## config.mk

```make
export PLATFORM = sky130hd
export DESIGN_NAME = jog_wheel_spinner_paddle_tracker
export DESIGN_NICKNAME = d
export VERILOG_FILES = /design/src/rtl/jwspt_pkg.sv /design/src/rtl/jwspt_div.sv /design/src/rtl/jog_wheel_spinner_paddle_tracker.sv
export SDC_FILE = /design/constraint.sdc
export NUM_CORES = 1
export LEC_CHECK = 0
export BUFFER_PORTS_ARGS = -buffer_cell sky130_fd_sc_hd__buf_4
export CAP_MARGIN = 20
export CORE_UTILIZATION = 55
export CTS_CLUSTER_DIAMETER = 60
export CTS_CLUSTER_SIZE = 8
export DETAILED_ROUTE_END_ITERATION = 12
export PLACE_DENSITY = 0.82
export SLEW_MARGIN = 20
export SYNTH_ARGS = -nofsm -noshare
export SYNTH_HDL_FRONTEND = slang
export SYNTH_SLANG_ARGS = --single-unit
```

## constraint.sdc

```tcl
create_clock -name clk -period 26.4 [get_ports clk]
set_clock_uncertainty 0.2 [all_clocks]
set_input_delay 3.96 -clock clk [delete_from_list [all_inputs] [get_ports clk]]
set_output_delay 3.96 -clock clk [all_outputs]
set_load 0.05 [all_outputs]
```

## src/rtl/jwspt_pkg.sv

```systemverilog
// Package for the jog wheel tracker: payload structs, mode and motor codes,
// register indexes and small helper functions. No dependencies.
`timescale 1ns / 1ps
package jwspt_pkg;

    localparam int MAX_PADDLE_SPAN_DEF = 1024;

    localparam logic [1:0] MODE_SPINNER = 2'd0;
    localparam logic [1:0] MODE_PADDLE  = 2'd1;
    localparam logic [1:0] MODE_WHEEL   = 2'd2;
    localparam logic [1:0] MODE_DIGITAL = 2'd3;

    localparam logic [1:0] DIR_NONE     = 2'd0;
    localparam logic [1:0] DIR_CW       = 2'd1;
    localparam logic [1:0] DIR_CCW      = 2'd2;
    localparam logic [1:0] DIR_OVERFLOW = 2'd3;

    localparam logic [1:0] MOTOR_NONE  = 2'd0;
    localparam logic [1:0] MOTOR_CW    = 2'd1;
    localparam logic [1:0] MOTOR_CCW   = 2'd2;
    localparam logic [1:0] MOTOR_BRAKE = 2'd3;

    localparam logic [2:0] REG_JOG_MODE    = 3'd0;
    localparam logic [2:0] REG_SPEED       = 3'd1;
    localparam logic [2:0] REG_FORCE       = 3'd2;
    localparam logic [2:0] REG_SPAN        = 3'd3;
    localparam logic [2:0] REG_SENSITIVITY = 3'd4;

    localparam int WHEEL_DEADZONE = 4;

    typedef struct packed {
        logic [7:0]  jog_position;
        logic [7:0]  jog_revolutions;
        logic [1:0]  jog_direction;
        logic [15:0] buttons_in;
    } jwspt_in_t;

    typedef struct packed {
        logic signed [7:0] spinner_delta;
        logic [7:0]        paddle_value;
        logic signed [7:0] stick_value;
        logic [15:0]       buttons_out;
        logic [1:0]        motor_direction;
        logic [3:0]        motor_force;
        logic              drop_revolutions;
        logic              report_changed;
    } jwspt_out_t;

    // Start and busy signals from the sequencer to the divider.
    typedef struct packed {
        logic start;
        logic busy;
    } jwspt_div_ctl_t;

    // Log2 of the spinner step for a speed code (16,8,4,2,1; codes above 4 use 4).
    function automatic logic [2:0] step_shift(input logic [2:0] speed);
        logic [2:0] r;
        begin
            case (speed)
                3'd0:    r = 3'd4;
                3'd1:    r = 3'd3;
                3'd3:    r = 3'd1;
                3'd4:    r = 3'd0;
                default: r = 3'd2;
            endcase
            return r;
        end
    endfunction

endpackage

```

## src/rtl/jwspt_div.sv

```systemverilog
// Restoring divider, one quotient bit per cycle, unsigned.
// Depends on jwspt_pkg.
`timescale 1ns / 1ps
module jwspt_div #(
    parameter int NUM_W = 19,
    parameter int DEN_W = 13
) (
    input  logic                   clk,
    input  logic                   rst_n,
    input  jwspt_pkg::jwspt_div_ctl_t ctl_in,
    input  logic [NUM_W-1:0]       numer,
    input  logic [DEN_W-1:0]       denom,
    output logic                   done,
    output logic [NUM_W-1:0]       quot
);
    import jwspt_pkg::*;

    localparam int CNT_W = $clog2(NUM_W + 1);

    logic [NUM_W-1:0] q_reg;
    logic [DEN_W:0]   rem_reg;
    logic [DEN_W-1:0] den_reg;
    logic [CNT_W-1:0] cnt_reg;
    logic             run_reg;
    logic             done_reg;
    logic [DEN_W:0]   trial;
    logic [DEN_W:0]   diff;

    always_comb
    begin
        trial = {rem_reg[DEN_W-1:0], q_reg[NUM_W-1]};
        diff  = trial - {1'b0, den_reg};
    end

    always_ff @(posedge clk or negedge rst_n)
    begin
        if (!rst_n)
        begin
            run_reg  <= 1'b0;
            done_reg <= 1'b0;
            cnt_reg  <= '0;
        end
        else
        begin
            done_reg <= 1'b0;
            if (ctl_in.start && !run_reg)
            begin
                run_reg <= 1'b1;
                cnt_reg <= CNT_W'(NUM_W);
            end
            else if (run_reg)
            begin
                cnt_reg <= cnt_reg - 1'b1;
                if (cnt_reg == CNT_W'(1))
                begin
                    run_reg  <= 1'b0;
                    done_reg <= 1'b1;
                end
            end
        end
    end

    always_ff @(posedge clk)
    begin
        if (ctl_in.start && !run_reg)
        begin
            q_reg   <= numer;
            rem_reg <= '0;
            den_reg <= denom;
        end
        else if (run_reg)
        begin
            if (!diff[DEN_W])
            begin
                rem_reg <= diff;
                q_reg   <= {q_reg[NUM_W-2:0], 1'b1};
            end
            else
            begin
                rem_reg <= trial;
                q_reg   <= {q_reg[NUM_W-2:0], 1'b0};
            end
        end
    end

    assign done = done_reg;
    assign quot = q_reg;

    assert property (@(posedge clk) disable iff (!rst_n)
        done_reg |=> !done_reg)
        else $error("divider done held for more than one cycle");
    assert property (@(posedge clk) disable iff (!rst_n)
        (ctl_in.start && !run_reg) |=> run_reg)
        else $error("divider did not start");
    assert property (@(posedge clk) disable iff (!rst_n)
        run_reg |-> !done_reg)
        else $error("done during run");
endmodule

```

## src/rtl/jog_wheel_spinner_paddle_tracker.sv

```systemverilog
// Top level of the jog wheel tracker: APB registers, tracking state, sequencer.
// Depends on jwspt_pkg and jwspt_div.
`timescale 1ns / 1ps
//
//  channel   direction  handshake          payload
//  in        input      in_valid/in_stall  jwspt_in_t word
//  out       output     out_valid/out_stall jwspt_out_t word
//  apb       input      psel/penable/pready 32-bit registers at 4*i
//
// When the output is not stalled, a new word is accepted only once the previous
// one is through: the divider scales the paddle position to 0..255, the sequencer
// sees the divider finish, a finishing step loads the output register, the word
// is presented and taken, and then the input opens again. The tracking itself is
// done in the accept cycle.
// Reset clears all tracking state to its initial values at once.
// The input is stalled from acceptance until the result has been taken
// from the output register; a stalled output holds its word.
module jog_wheel_spinner_paddle_tracker #(
    parameter int MAX_PADDLE_SPAN = jwspt_pkg::MAX_PADDLE_SPAN_DEF
) (
    input  logic              clk,
    input  logic              rst_n,
    input  logic              in_valid,
    output logic              in_stall,
    input  jwspt_pkg::jwspt_in_t  in_word,
    output logic              out_valid,
    input  logic              out_stall,
    output jwspt_pkg::jwspt_out_t out_word,
    input  logic              psel,
    input  logic              penable,
    input  logic              pwrite,
    input  logic [4:0]        paddr,
    input  logic [31:0]       pwdata,
    output logic [31:0]       prdata,
    output logic              pready
);
    import jwspt_pkg::*;

    localparam int SPAN_W = $clog2(MAX_PADDLE_SPAN + 1);
    // Widths of the scaling division's numerator (position*255 over span) and of the accumulator.
    localparam int NUM_W  = SPAN_W + 8;
    localparam int ACC_W  = 13;
    // Span in use right after reset; the paddle starts at its center.
    localparam int RESET_SPAN = (512 < MAX_PADDLE_SPAN) ? 512 : MAX_PADDLE_SPAN;

    typedef enum logic [1:0] { S_IDLE, S_DIV, S_OUT } state_t;

    // Configuration registers.
    logic [1:0]  mode_cfg_reg;
    logic [2:0]  speed_cfg_reg;
    logic [3:0]  force_cfg_reg;
    logic [10:0] span_cfg_reg;
    logic [1:0]  sens_cfg_reg;

    // Tracking state.
    logic [1:0]        applied_mode_reg;
    logic [1:0]        last_dir_reg;
    logic [15:0]       last_count_reg;
    logic [15:0]       clean_count_reg;
    logic [15:0]       reported_count_reg;
    logic [SPAN_W-1:0] paddle_pos_reg;
    logic signed [ACC_W-1:0] accum_reg;
    logic signed [6:0] pulse_reg;
    logic [15:0]       old_buttons_reg;
    logic [7:0]        old_paddle_reg;
    logic signed [7:0] old_spinner_reg;

    // Values held across the division.
    state_t            state_reg;
    logic [15:0]       nb_reg;
    logic signed [7:0] val_reg;
    logic signed [7:0] axis_reg;
    logic [1:0]        motor_reg;
    logic              drop_reg;
    logic [1:0]        mode_reg;
    logic [SPAN_W-1:0] span_reg;
    logic              out_valid_reg;
    jwspt_out_t        out_reg;

    wire wr_en = psel && penable && pwrite;

    always_ff @(posedge clk or negedge rst_n)
    begin
        if (!rst_n)
        begin
            mode_cfg_reg  <= MODE_SPINNER;
            speed_cfg_reg <= 3'd2;
            force_cfg_reg <= 4'd15;
            span_cfg_reg  <= 11'd512;
            sens_cfg_reg  <= 2'd1;
        end
        else if (wr_en)
        begin
            unique case (paddr[4:2])
                REG_JOG_MODE:    mode_cfg_reg  <= pwdata[1:0];
                REG_SPEED:       speed_cfg_reg <= pwdata[2:0];
                REG_FORCE:       force_cfg_reg <= pwdata[3:0];
                REG_SPAN:        span_cfg_reg  <= pwdata[10:0];
                REG_SENSITIVITY: sens_cfg_reg  <= pwdata[1:0];
                default:         ;
            endcase
        end
    end

    always_comb
    begin
        unique case (paddr[4:2])
            REG_JOG_MODE:    prdata = {30'd0, mode_cfg_reg};
            REG_SPEED:       prdata = {29'd0, speed_cfg_reg};
            REG_FORCE:       prdata = {28'd0, force_cfg_reg};
            REG_SPAN:        prdata = {21'd0, span_cfg_reg};
            REG_SENSITIVITY: prdata = {30'd0, sens_cfg_reg};
            default:         prdata = '0;
        endcase
    end
    assign pready = 1'b1;

    // Effective span, clamped to 2..MAX_PADDLE_SPAN.
    logic [SPAN_W-1:0] span_eff;
    always_comb
    begin
        if (span_cfg_reg < 11'd2)
            span_eff = SPAN_W'(2);
        else if ({21'd0, span_cfg_reg} > MAX_PADDLE_SPAN)
            span_eff = SPAN_W'(MAX_PADDLE_SPAN);
        else
            span_eff = SPAN_W'(span_cfg_reg);
    end
    wire [SPAN_W-1:0] half = span_eff >> 1;

    // Tracking computed in the accept cycle.
    logic [2:0]  sh;
    logic        mchg;
    logic [1:0]  dir_e;
    logic [1:0]  ldir_n;
    logic [15:0] newcnt;
    logic [15:0] lc_e, cc_e, rc_e;
    logic [15:0] cc_n;
    logic [15:0] dcnt;
    logic signed [ACC_W-1:0] acc_e, acc_n, acc_sum, acc_lim;
    logic signed [16:0] acc_wide;
    logic signed [16:0] sp;
    logic signed [16:0] hs;
    logic [SPAN_W-1:0] pp_n;
    logic [1:0]  motor;
    logic signed [15:0] diff;
    logic signed [15:0] bias;
    logic signed [15:0] q;
    logic signed [7:0]  val;
    logic [15:0] rc_n;
    logic signed [ACC_W-1:0] aq;
    logic signed [7:0]  axis_a;
    logic [15:0] nb;

    always_comb
    begin
        sh     = step_shift(speed_cfg_reg);
        mchg   = applied_mode_reg != mode_cfg_reg;
        dir_e  = in_word.jog_direction;
        newcnt = {in_word.jog_revolutions, in_word.jog_position};
        lc_e   = last_count_reg;
        cc_e   = clean_count_reg;
        rc_e   = reported_count_reg;
        if (dir_e == DIR_OVERFLOW)
        begin
            dir_e  = last_dir_reg;
            newcnt = (last_dir_reg == DIR_CW) ? 16'hFFFE : 16'h00FE;
            cc_e   = '0;
            rc_e   = '0;
        end
        ldir_n = (dir_e != DIR_NONE) ? dir_e : last_dir_reg;
        acc_e  = accum_reg;
        pp_n   = paddle_pos_reg;
        if (mchg)
        begin
            cc_e  = '0;
            rc_e  = '0;
            lc_e  = newcnt;
            pp_n  = half;
            acc_e = '0;
        end
        if (in_word.jog_direction == DIR_OVERFLOW && !mchg)
            lc_e = newcnt;
        dcnt    = newcnt - lc_e;
        cc_n    = cc_e;
        acc_n   = acc_e;
        acc_sum = acc_e + ACC_W'($signed(dcnt));
        acc_lim = ACC_W'(127) <<< sh;
        // The move counts as a signed 16-bit step; with the accumulator the sum
        // stays within 17 bits and in spinner mode is clamped to -128..127 spinner steps.
        acc_wide = $signed({{4{acc_e[ACC_W-1]}}, acc_e}) + $signed({dcnt[15], dcnt});
        if (dir_e != DIR_NONE)
        begin
            cc_n = cc_e + dcnt;
            if (mode_cfg_reg == MODE_SPINNER)
            begin
                if (acc_wide < -(17'sd128 <<< sh))
                    acc_n = -(ACC_W'(128) <<< sh);
                else if (acc_wide > (17'sd127 <<< sh))
                    acc_n = acc_lim;
                else
                    acc_n = acc_sum;
            end
        end
        sp = $signed({newcnt[15], newcnt});
        hs = $signed({1'b0, 16'(half)});
        motor = MOTOR_NONE;
        if (mode_cfg_reg == MODE_PADDLE || mode_cfg_reg == MODE_WHEEL)
        begin
            if (sp < -hs)
                pp_n = '0;
            else if (sp > hs)
                pp_n = span_eff;
            else
                pp_n = SPAN_W'(sp + hs);
        end
        if (mode_cfg_reg == MODE_PADDLE)
        begin
            if (sp < -hs || sp > hs)
                motor = MOTOR_BRAKE;
        end
        else if (mode_cfg_reg == MODE_WHEEL)
        begin
            if (sp < -17'sd4)
                motor = MOTOR_CW;
            else if (sp > 17'sd4)
                motor = MOTOR_CCW;
            else
                motor = MOTOR_BRAKE;
        end
        // Division by the power-of-two step, truncating toward zero.
        diff = $signed(cc_n - rc_e);
        bias = (diff < 0) ? $signed((16'd1 << sh) - 16'd1) : 16'sd0;
        q = (diff + bias) >>> sh;
        if (q > 16'sd127)
            val = 8'sd127;
        else if (q < -16'sd127)
            val = -8'sd127;
        else
            val = q[7:0];
        rc_n = rc_e + ({{8{val[7]}}, val} << sh);
        aq = (acc_n < 0) ? -((-acc_n) >>> sh) : (acc_n >>> sh);
        if (aq > ACC_W'(127))
            axis_a = 8'sd127;
        else if (aq < -ACC_W'(128))
            axis_a = -8'sd128;
        else
            axis_a = aq[7:0];
        nb = (in_word.buttons_in & 16'hFFFC) | {13'd0, in_word.buttons_in[0], 2'b00};
    end

    // Paddle scaling divider.
    jwspt_div_ctl_t div_ctl;
    logic           div_done;
    logic [NUM_W-1:0] div_q;
    wire in_acc = in_valid && !in_stall;
    assign div_ctl.start = in_acc;
    assign div_ctl.busy  = state_reg == S_DIV;

    jwspt_div #(.NUM_W(NUM_W), .DEN_W(SPAN_W)) u_div (
        .clk    (clk),
        .rst_n  (rst_n),
        .ctl_in (div_ctl),
        .numer  (NUM_W'({pp_n, 8'd0} - {8'd0, pp_n})),
        .denom  (span_eff),
        .done   (div_done),
        .quot   (div_q)
    );

    // Finishing logic after the division.
    logic [7:0]        paddle;
    logic [15:0]       nb_f;
    logic signed [6:0] pt;
    logic signed [9:0] ax;
    logic signed [7:0] stick;
    logic              chg;
    always_comb
    begin
        if (mode_reg == MODE_SPINNER)
            paddle = 8'(axis_reg) + 8'h80;
        else if (div_q > NUM_W'(255))
            paddle = 8'hFF;
        else
            paddle = div_q[7:0];
        nb_f = nb_reg;
        pt   = pulse_reg;
        if (mode_reg == MODE_DIGITAL)
        begin
            if (val_reg < 0)
                pt = -7'sd64;
            else if (val_reg > 0)
                pt = 7'sd63;
            if (pt < 0)
                nb_f[0] = 1'b1;
            if (pt > 0)
                nb_f[1] = 1'b1;
        end
        chg = old_buttons_reg != nb_f || old_paddle_reg != paddle || old_spinner_reg != val_reg;
        ax = $signed({2'b00, paddle}) - 10'sd128;
        if (sens_cfg_reg == 2'd0)
            ax = (ax < 0) ? -((-ax) >>> 1) : (ax >>> 1);
        else if (sens_cfg_reg == 2'd2)
            ax = ax <<< 1;
        if (mode_reg == MODE_SPINNER)
            stick = axis_reg;
        else if (mode_reg == MODE_DIGITAL)
            stick = '0;
        else if (ax > 10'sd127)
            stick = 8'sd127;
        else if (ax < -10'sd128)
            stick = -8'sd128;
        else
            stick = ax[7:0];
        if (mode_reg == MODE_DIGITAL)
        begin
            if (pt < 0)
                pt = pt + 7'sd1;
            else if (pt > 0)
                pt = pt - 7'sd1;
        end
    end

    // Sequencer, tracking state and output register.
    always_ff @(posedge clk or negedge rst_n)
    begin
        if (!rst_n)
        begin
            state_reg          <= S_IDLE;
            applied_mode_reg   <= MODE_SPINNER;
            last_dir_reg       <= DIR_NONE;
            last_count_reg     <= '0;
            clean_count_reg    <= '0;
            reported_count_reg <= '0;
            paddle_pos_reg     <= SPAN_W'(RESET_SPAN / 2);
            accum_reg          <= '0;
            pulse_reg          <= '0;
            old_buttons_reg    <= 16'hFFFF;
            old_paddle_reg     <= 8'hFF;
            old_spinner_reg    <= -8'sd128;
            out_valid_reg      <= 1'b0;
        end
        else
        begin
            if (out_valid_reg && !out_stall)
                out_valid_reg <= 1'b0;
            unique case (state_reg)
                S_IDLE:
                begin
                    if (in_acc)
                    begin
                        state_reg          <= S_DIV;
                        applied_mode_reg   <= mode_cfg_reg;
                        last_dir_reg       <= ldir_n;
                        last_count_reg     <= newcnt;
                        clean_count_reg    <= cc_n;
                        reported_count_reg <= rc_n;
                        paddle_pos_reg     <= pp_n;
                        accum_reg          <= acc_n;
                        if (mchg)
                        begin
                            old_buttons_reg <= 16'hFFFF;
                            old_paddle_reg  <= 8'hFF;
                            old_spinner_reg <= -8'sd128;
                        end
                    end
                end
                S_DIV:
                begin
                    if (div_done)
                        state_reg <= S_OUT;
                end
                S_OUT:
                begin
                    pulse_reg <= pt;
                    if (chg)
                    begin
                        old_buttons_reg <= nb_f;
                        old_paddle_reg  <= paddle;
                        old_spinner_reg <= val_reg;
                    end
                    out_valid_reg <= 1'b1;
                    state_reg     <= S_IDLE;
                end
                default: state_reg <= S_IDLE;
            endcase
        end
    end

    always_ff @(posedge clk)
    begin
        if (state_reg == S_IDLE && in_acc)
        begin
            nb_reg    <= nb;
            val_reg   <= val;
            axis_reg  <= axis_a;
            motor_reg <= motor;
            drop_reg  <= in_word.jog_direction == DIR_OVERFLOW;
            mode_reg  <= mode_cfg_reg;
            span_reg  <= span_eff;
        end
        if (state_reg == S_OUT)
        begin
            out_reg.spinner_delta    <= val_reg;
            out_reg.paddle_value     <= paddle;
            out_reg.stick_value      <= stick;
            out_reg.buttons_out      <= nb_f;
            out_reg.motor_direction  <= motor_reg;
            out_reg.motor_force      <= (motor_reg == MOTOR_NONE) ? 4'd0 :
                ((force_cfg_reg == 4'd1 || force_cfg_reg == 4'd3 || force_cfg_reg == 4'd7)
                 ? force_cfg_reg : 4'd15);
            out_reg.drop_revolutions <= drop_reg;
            out_reg.report_changed   <= chg;
        end
    end

    // Stalled until the output register is free and the sequencer is idle.
    assign in_stall  = state_reg != S_IDLE || out_valid_reg;
    assign out_valid = out_valid_reg;
    assign out_word  = out_reg;

    assert property (@(posedge clk) disable iff (!rst_n)
        in_acc |=> state_reg == S_DIV)
        else $error("accepted word did not start the sequence");
    assert property (@(posedge clk) disable iff (!rst_n)
        state_reg == S_OUT |=> out_valid_reg)
        else $error("finished word not presented");
    assert property (@(posedge clk) disable iff (!rst_n)
        (state_reg != S_IDLE) |-> in_stall)
        else $error("input open while busy");
    assert property (@(posedge clk) disable iff (!rst_n)
        state_reg == S_DIV |-> span_reg != '0)
        else $error("zero divisor");
endmodule
```

==> run metrics, run 1 <==
Post-CTS Setup Inserts 0; layout cell share with drive strength beyond 1 between 10% and 20%; max-cap violation count 0; setup_tns 0 ns; Starting Density ~56%; crit path to reported_count_reg[15]; share of the synthesized area in the top cell type 15.03%; Post-synth EDFFs 113; outcome finished, final reports clean; clock tree from TritonCTS yes; I/O Buffers 114; Yosys Warn Count 0; gr ovfl total 0; worst vdd ir between 0.00006 and 0.00007 V; PwrDens 102.5 nW/µm²; Worst Path Buf+Inv 5; initial antenna violation count 1; Worst-Skew Late Latency 0.57 ns; count leader, synth nand2_1; period utilization 68.74%; CP required approximately 27 ns; Post-synth top cells 303 x nand2_1, 226 x o21ai_0, 202 x nor2_1; start-to-end type of the worst setup path input pin to flip-flop; vias in the first global route approximately 20000; 1st-iter DRT viols 1661; CP max FO 17; drt total wl approximately 64 mm; Max stage delay on crit path between 0.6 and 0.7 ns; Final Critical Period 18.15 ns; worst hold path type flip-flop to flip-flop; # fillers approximately 3300; Reg2Reg Depth between 60 and 70; antenna cells 0; critical path's most frequent cell a21oi_1; first drt pass iteration count 6; synth unique cells approximately 100; register area share after synthesis 32.48%; Detailed Place HPWL roughly 46 mm; Reg2Reg Setup Slack between 10 and 15 ns; Final Core Density 63.09%; Num CTS Buffers 43; P_leak 11.18 nW; Max Fclk about 55 MHz; max reg flops 48; DR vias/cell around 6.2; Reg-to-Reg End reported_count_reg[15]; area added between synthesis and finish 12.03%; synthesized area per cell 8.447 µm²; I/O Pins about 160; die area 41870 µm²; share of power burned in combinational logic between 50% and 60%; worst slew pin tran roughly 1.1 ns; Synth Flop Type dfrtp_1; Residual DRC 0; area leader, netlist edfxtp_1; asr flop ratio synth 54.24%; placed cell count 3241; Die Ht slightly above 200 µm; Avg WL per Cell roughly 19 µm; clock tree root buffer cell clkbuf_16; sw frac a little under half; CTS Buffer Depth 3; Rel. slew slack a little under a quarter; clock share of power a little over a fifth; core area ~40000 µm²; final worst slack roughly 8.3 ns; slowest CP cell a311oi_2; Clock Pin Slew Worst Setup and Hold Paths 0.05 ns; die width a little over 200 µm; max-slew violations 0; cts hold-fix bufs 0; RePlAce Congestion a little over 0.9; first-pass GRT wire length just over 100 mm; DRT antenna net count 0; number of cell rows 73; Syn Inst Count roughly 2700; Int Pwr about 0.0014 W; reg2reg start mode_cfg_reg[1]; post-CTS sizing 0; post-synthesis register bit count around 270; Worst setup EP type flip-flop; crit-path leading delay family compound AO/OA/AOI/OAI gates; final setup fails 0; RSZ-0062 raised after global routing no; CP Data Arrival Time 18.43 ns; Psw between 0.001 and 0.0015 W; Seq pwr share between 10% and 20%; Tot GR Track Use 30.07%; CP Launch Point in_word[16]; H-tree Lvls 2; # clock sinks approximately 270; NumNets Final 3027; Startpoint Class input pin; Synth Cell Area approximately 23000 µm²; vias 20611; pre-CTS worst setup slack ~8.0 ns; largest net degree at the start of global routing ~100; Hold Fails Final Rpt 0; final std cells w/o fill roughly 3300; top cells by area, synth edfxtp_1 15%, dfrtp_1 13%, ha_1 10%, nand2_1 5.0%, o21ai_0 5.0%; cell depth of the worst setup path 67
==> worst min path at each step <==
stage                   from          end  cells past startpoint
floorplan           drop_reg  out_word[1]                      0
global placement    drop_reg  out_word[1]                      0
detailed placement  drop_reg  out_word[1]                      0
CTS                 drop_reg  out_word[1]                      0
global route        drop_reg  out_word[1]                      0
finish              drop_reg  out_word[1]                      0
==> cell type report <==
cell class                 instances  area, µm²  area share [%]
timing repair buffer             139       1047           4.140
tap                              525      656.9           2.597
clock buffer                      70       1229           4.857
sequential                       271       7333           28.99
multi-input combinational       2140      14200           56.13
inverter                         166      623.1           2.463
clock inverter                     8      209.0          0.8260
==> metal layers <==
layer  wire, µm  track usage (%)  vias up
met3       4195            3.675      157
met4       2180            11.86        2
met2      30400            50.84      836
met1      26740            38.98     9854
met5         14                0        -
li1           -                -     9762
==> kinds of logic (layout without fill, tap and decap cells) <==
logic type,count (synthesis),after routing,synth area share (%)
AO/OA/AOI/OAI,791,791,22.34
XOR/XNOR,173,173,6.827
adder cells (fa/ha/maj),188,188,10.68
buffers and inverters,306,383,5.547
flip-flops,271,271,32.48
multiplexers,78,78,3.752
other,2,46,0.03326
AND/OR/NAND/NOR,864,864,18.34
==> cell usage in the layout, fill, tap and decap left out, types with 10 or more instances in the layout <==
cell type and n:
nand4_1 18, nand3_1 47, a31oi_1 38, a21oi_1 178
nand2b_1 27, buf_4 138, xnor2_1 98, o21bai_1 20
o21ai_0 226, o21ai_1 14, clkbuf_1 23, and2_1 52
a221oi_1 10, mux2_2 53, clkbuf_16 44, o22ai_1 33
dfrtp_1 114, nor2b_1 29, ha_1 180, conb_1 46
nor3_1 65, nor2_1 199, a21o_1 46, inv_1 157
dfxtp_1 11, mux2i_1 25, nand2_1 302, o21a_1 27
o211ai_1 22, a22oi_1 14, xor2_1 73, nand3b_1 10
dfstp_2 33, or2_2 12, edfxtp_1 113, and3_1 29
a22o_1 16, nor4_1 30, a211oi_1 35
==> power by group through the flow <==
stage	logic, W	clock network [W]	registers, W
final	0.00155	0.000570	0.000479
after global routing	0.00168	0.000593	0.000480
after CTS	0.00150	0.000575	0.000478
after detailed placement	0.00149	0	0.000485
after global placement	0.00145	0	0.000485
after floorplan	0.00115	0	0.000472
==> stage by stage <==
step           hold slack, ns  total power [W]  instance area (µm²)
2_1_floorplan          0.2003         0.001623                22740
3_3_place_gp           0.2033         0.001933                23860
3_5_place_dp           0.2303         0.001978                23860
4_1_cts                0.2434         0.002557                25290
5_1_grt                0.2413         0.002755                25300
6_report               0.2422         0.002594                25300
No activity file was read; power rests on OpenSTA's default activity.
==> run 2, diff against run 1 <==
--- a/config.mk
+++ b/config.mk
@@ -11,7 +11,7 @@
 export CTS_CLUSTER_DIAMETER = 60
 export CTS_CLUSTER_SIZE = 8
 export DETAILED_ROUTE_END_ITERATION = 12
-export PLACE_DENSITY = 0.82
+export PLACE_DENSITY = 0.85
 export SLEW_MARGIN = 20
 export SYNTH_ARGS = -nofsm -noshare
 export SYNTH_HDL_FRONTEND = slang
==> constraint.sdc (replaced) <==
create_clock -name clk -period 15.9 [get_ports clk]
set_clock_uncertainty 0.2 [all_clocks]
set_input_delay 2.385 -clock clk [delete_from_list [all_inputs] [get_ports clk]]
set_output_delay 2.385 -clock clk [all_outputs]
set_load 0.05 [all_outputs]
==> run metrics, run 2 (same netlist as run 1, synthesis figures left out) <==
outcome finished, final reports clean; number of cell rows 73 (unchanged); CP Data Arrival Time 15.41 ns (-3.02 ns); antenna cells 0 (unchanged); Avg WL per Cell 19.26 µm (+0.64%); start-to-end type of the worst setup path input pin to flip-flop; CTS Buffer Depth 3 (unchanged); fin area 25420 µm² (+0.48%); core area 40100 µm² (unchanged); final setup fails 0 (unchanged); 1st-iter DRT viols 1774 (+6.8%); max-cap violation count 0 (unchanged); Tot GR Track Use 30.52% (+0.45 points); pre-CTS worst setup slack -0.09763 ns (-8.074 ns); Fin Hold WS 0.2325 ns (-0.009695 ns); first-pass GRT wire length 102.8 mm (+1.1%); Final Critical Period 15.20 ns; leading cell type in the layout, fill and taps excluded nand2_1; Starting Density 56.31% (unchanged); Worst setup EP type flip-flop; worst vdd ir 0.0001135 V (+85%); die area 41870 µm² (unchanged); Residual DRC 0 (unchanged); gr ovfl total 0 (unchanged); I/O Pins 161 (unchanged); worst hold path type flip-flop to flip-flop; Hold Fails Final Rpt 0 (unchanged); Max stage delay on crit path 0.47 ns (-0.17 ns); Rel. slew slack 24.22% (+0.62 points); # fillers 3300 (+1.1%); Clock Pin Slew Worst Setup and Hold Paths 0.05 ns (about the same); NumNets Final 3042 (+0.50%); critical path's most frequent cell o21ai_0; Worst-Skew Late Latency 0.57 ns (about the same); worst slew pin tran 1.137 ns (-0.005085 ns); clock tree from TritonCTS yes; largest net degree at the start of global routing 104 (+3.0%); cts hold-fix bufs 0 (unchanged); vias in the first global route 20238 (+2.3%); period utilization a little over nine tenths; final worst slack 0.7005 ns (-7.552 ns); P_leak 11.24 nW (+0.56%); die width 204.6 µm (unchanged); drt total wl 64.24 mm (+1.1%); max-slew violations 0 (unchanged); initial antenna violation count 0 (-1); DRT antenna net count 0 (unchanged); max reg flops 48 (unchanged); I/O Buffers 114 (unchanged); PwrDens 169.7 nW/µm² (+66%); Max Fclk around 66 MHz; first drt pass iteration count 5 (-1); Startpoint Class input pin; Die Ht 204.6 µm (unchanged); placed instance area 23940 µm² (+0.35%); H-tree Lvls 2 (unchanged); DR vias/cell 6.228 (+0.30%); Final Core Density 63.39% (+0.31 points); CP required 16.11 ns (-10.57 ns); # clock sinks 271 (unchanged); clock tree root buffer cell clkbuf_16; slowest CP cell a2111o_1; vias 20772 (+0.78%); RePlAce Congestion 0.9453 (+1.5%); area added between synthesis and finish 12.57%; commonest non-fill, non-tap cells in the layout 301 x nand2_1, 225 x o21ai_0, 199 x nor2_1; Num CTS Buffers 44 (+2.3%); Detailed Place HPWL 46.44 mm (+1.1%); layout cell share with drive strength beyond 1 12.95% (+1.1 points); CP max FO 13 (-4)
==> run 2: changes by cell type in the layout (fill, tap and decap cells not counted), sizes merged <==
| cell | change |
|---|---|
| bufinv | -2 |
| buf | +14 |
| inv | +1 |
| clkinvlp | +1 |
| clkinv | +2 |
==> run 2: worst paths after layout <==
check / from / end / slack [ns] / cells past startpoint
max in group asynchronous: rst_n / span_cfg_reg[3] / 12.39 / 2
worst min-delay path: drop_reg / out_word[1] / 0.23 / 0
min in group asynchronous: rst_n / reported_count_reg[7] / 1.73 / 1
worst max-delay path: in_word[16] / reported_count_reg[14] / 0.70 / 62
worst max register to register: mode_cfg_reg[0] / reported_count_reg[14] / 1.61 / 63
worst min register to register: drop_reg / out_word[1] / 0.23 / 0
==> run 2: power breakdown <==
part | switching (W) | leakage [nW] | internal [W]
logic | 0.00164 | 7.59 | 0.000973
clock network | 0.000347 | 0.651 | 0.000559
registers | 0.0000301 | 3.00 | 0.000765
total | 0.00202 | 11.2 | 0.00230
==> run 2: stage by stage <==
step	power (W)	cells	TNS (ns)
finish	0.004314	3335	0
CTS	0.004228	3331	0
global placement	0.003237	3251	0
floorplan	0.002695	2717	0
detailed placement	0.003304	3251	-0.09763
global route	0.004597	3335	-0.02232
==> run 2: timing repair <==
action	4_1_cts	5_1_grt
setup endpoints to repair	0	5
gates resized for setup	0	18
setup buffers	0	3
hold endpoints to repair	0	0
==> run 2: worst max-delay path, delay by kind of cell <==
family	cells	cell delay [ns]
buf+inv	5	0.74
compound gates	34	7.25
simple gates	15	2.36
xor+xnor	2	0.53
fa+ha+maj	6	2.14
==> run 2: layer usage <==
layer,vias up,track usage [%],wire [µm]
li1,9786,-,-
met1,9925,39.16,26450
met2,886,50.87,30240
met3,175,4.645,5120
met4,0,13.19,2424
met5,-,0,0
==> run 2: layout make-up <==
| type | count | area (µm²) | area share [%] |
|---|---|---|---|
| Multi-Input combinational cell | 2140 | 14290 | 56.22 |
| Timing Repair Buffer | 153 | 1152 | 4.534 |
| Sequential cell | 271 | 7333 | 28.85 |
| Inverter | 166 | 623.1 | 2.451 |
| Clock buffer | 70 | 1219 | 4.794 |
| Clock inverter | 10 | 143.9 | 0.5661 |
| Tap cell | 525 | 656.9 | 2.584 |
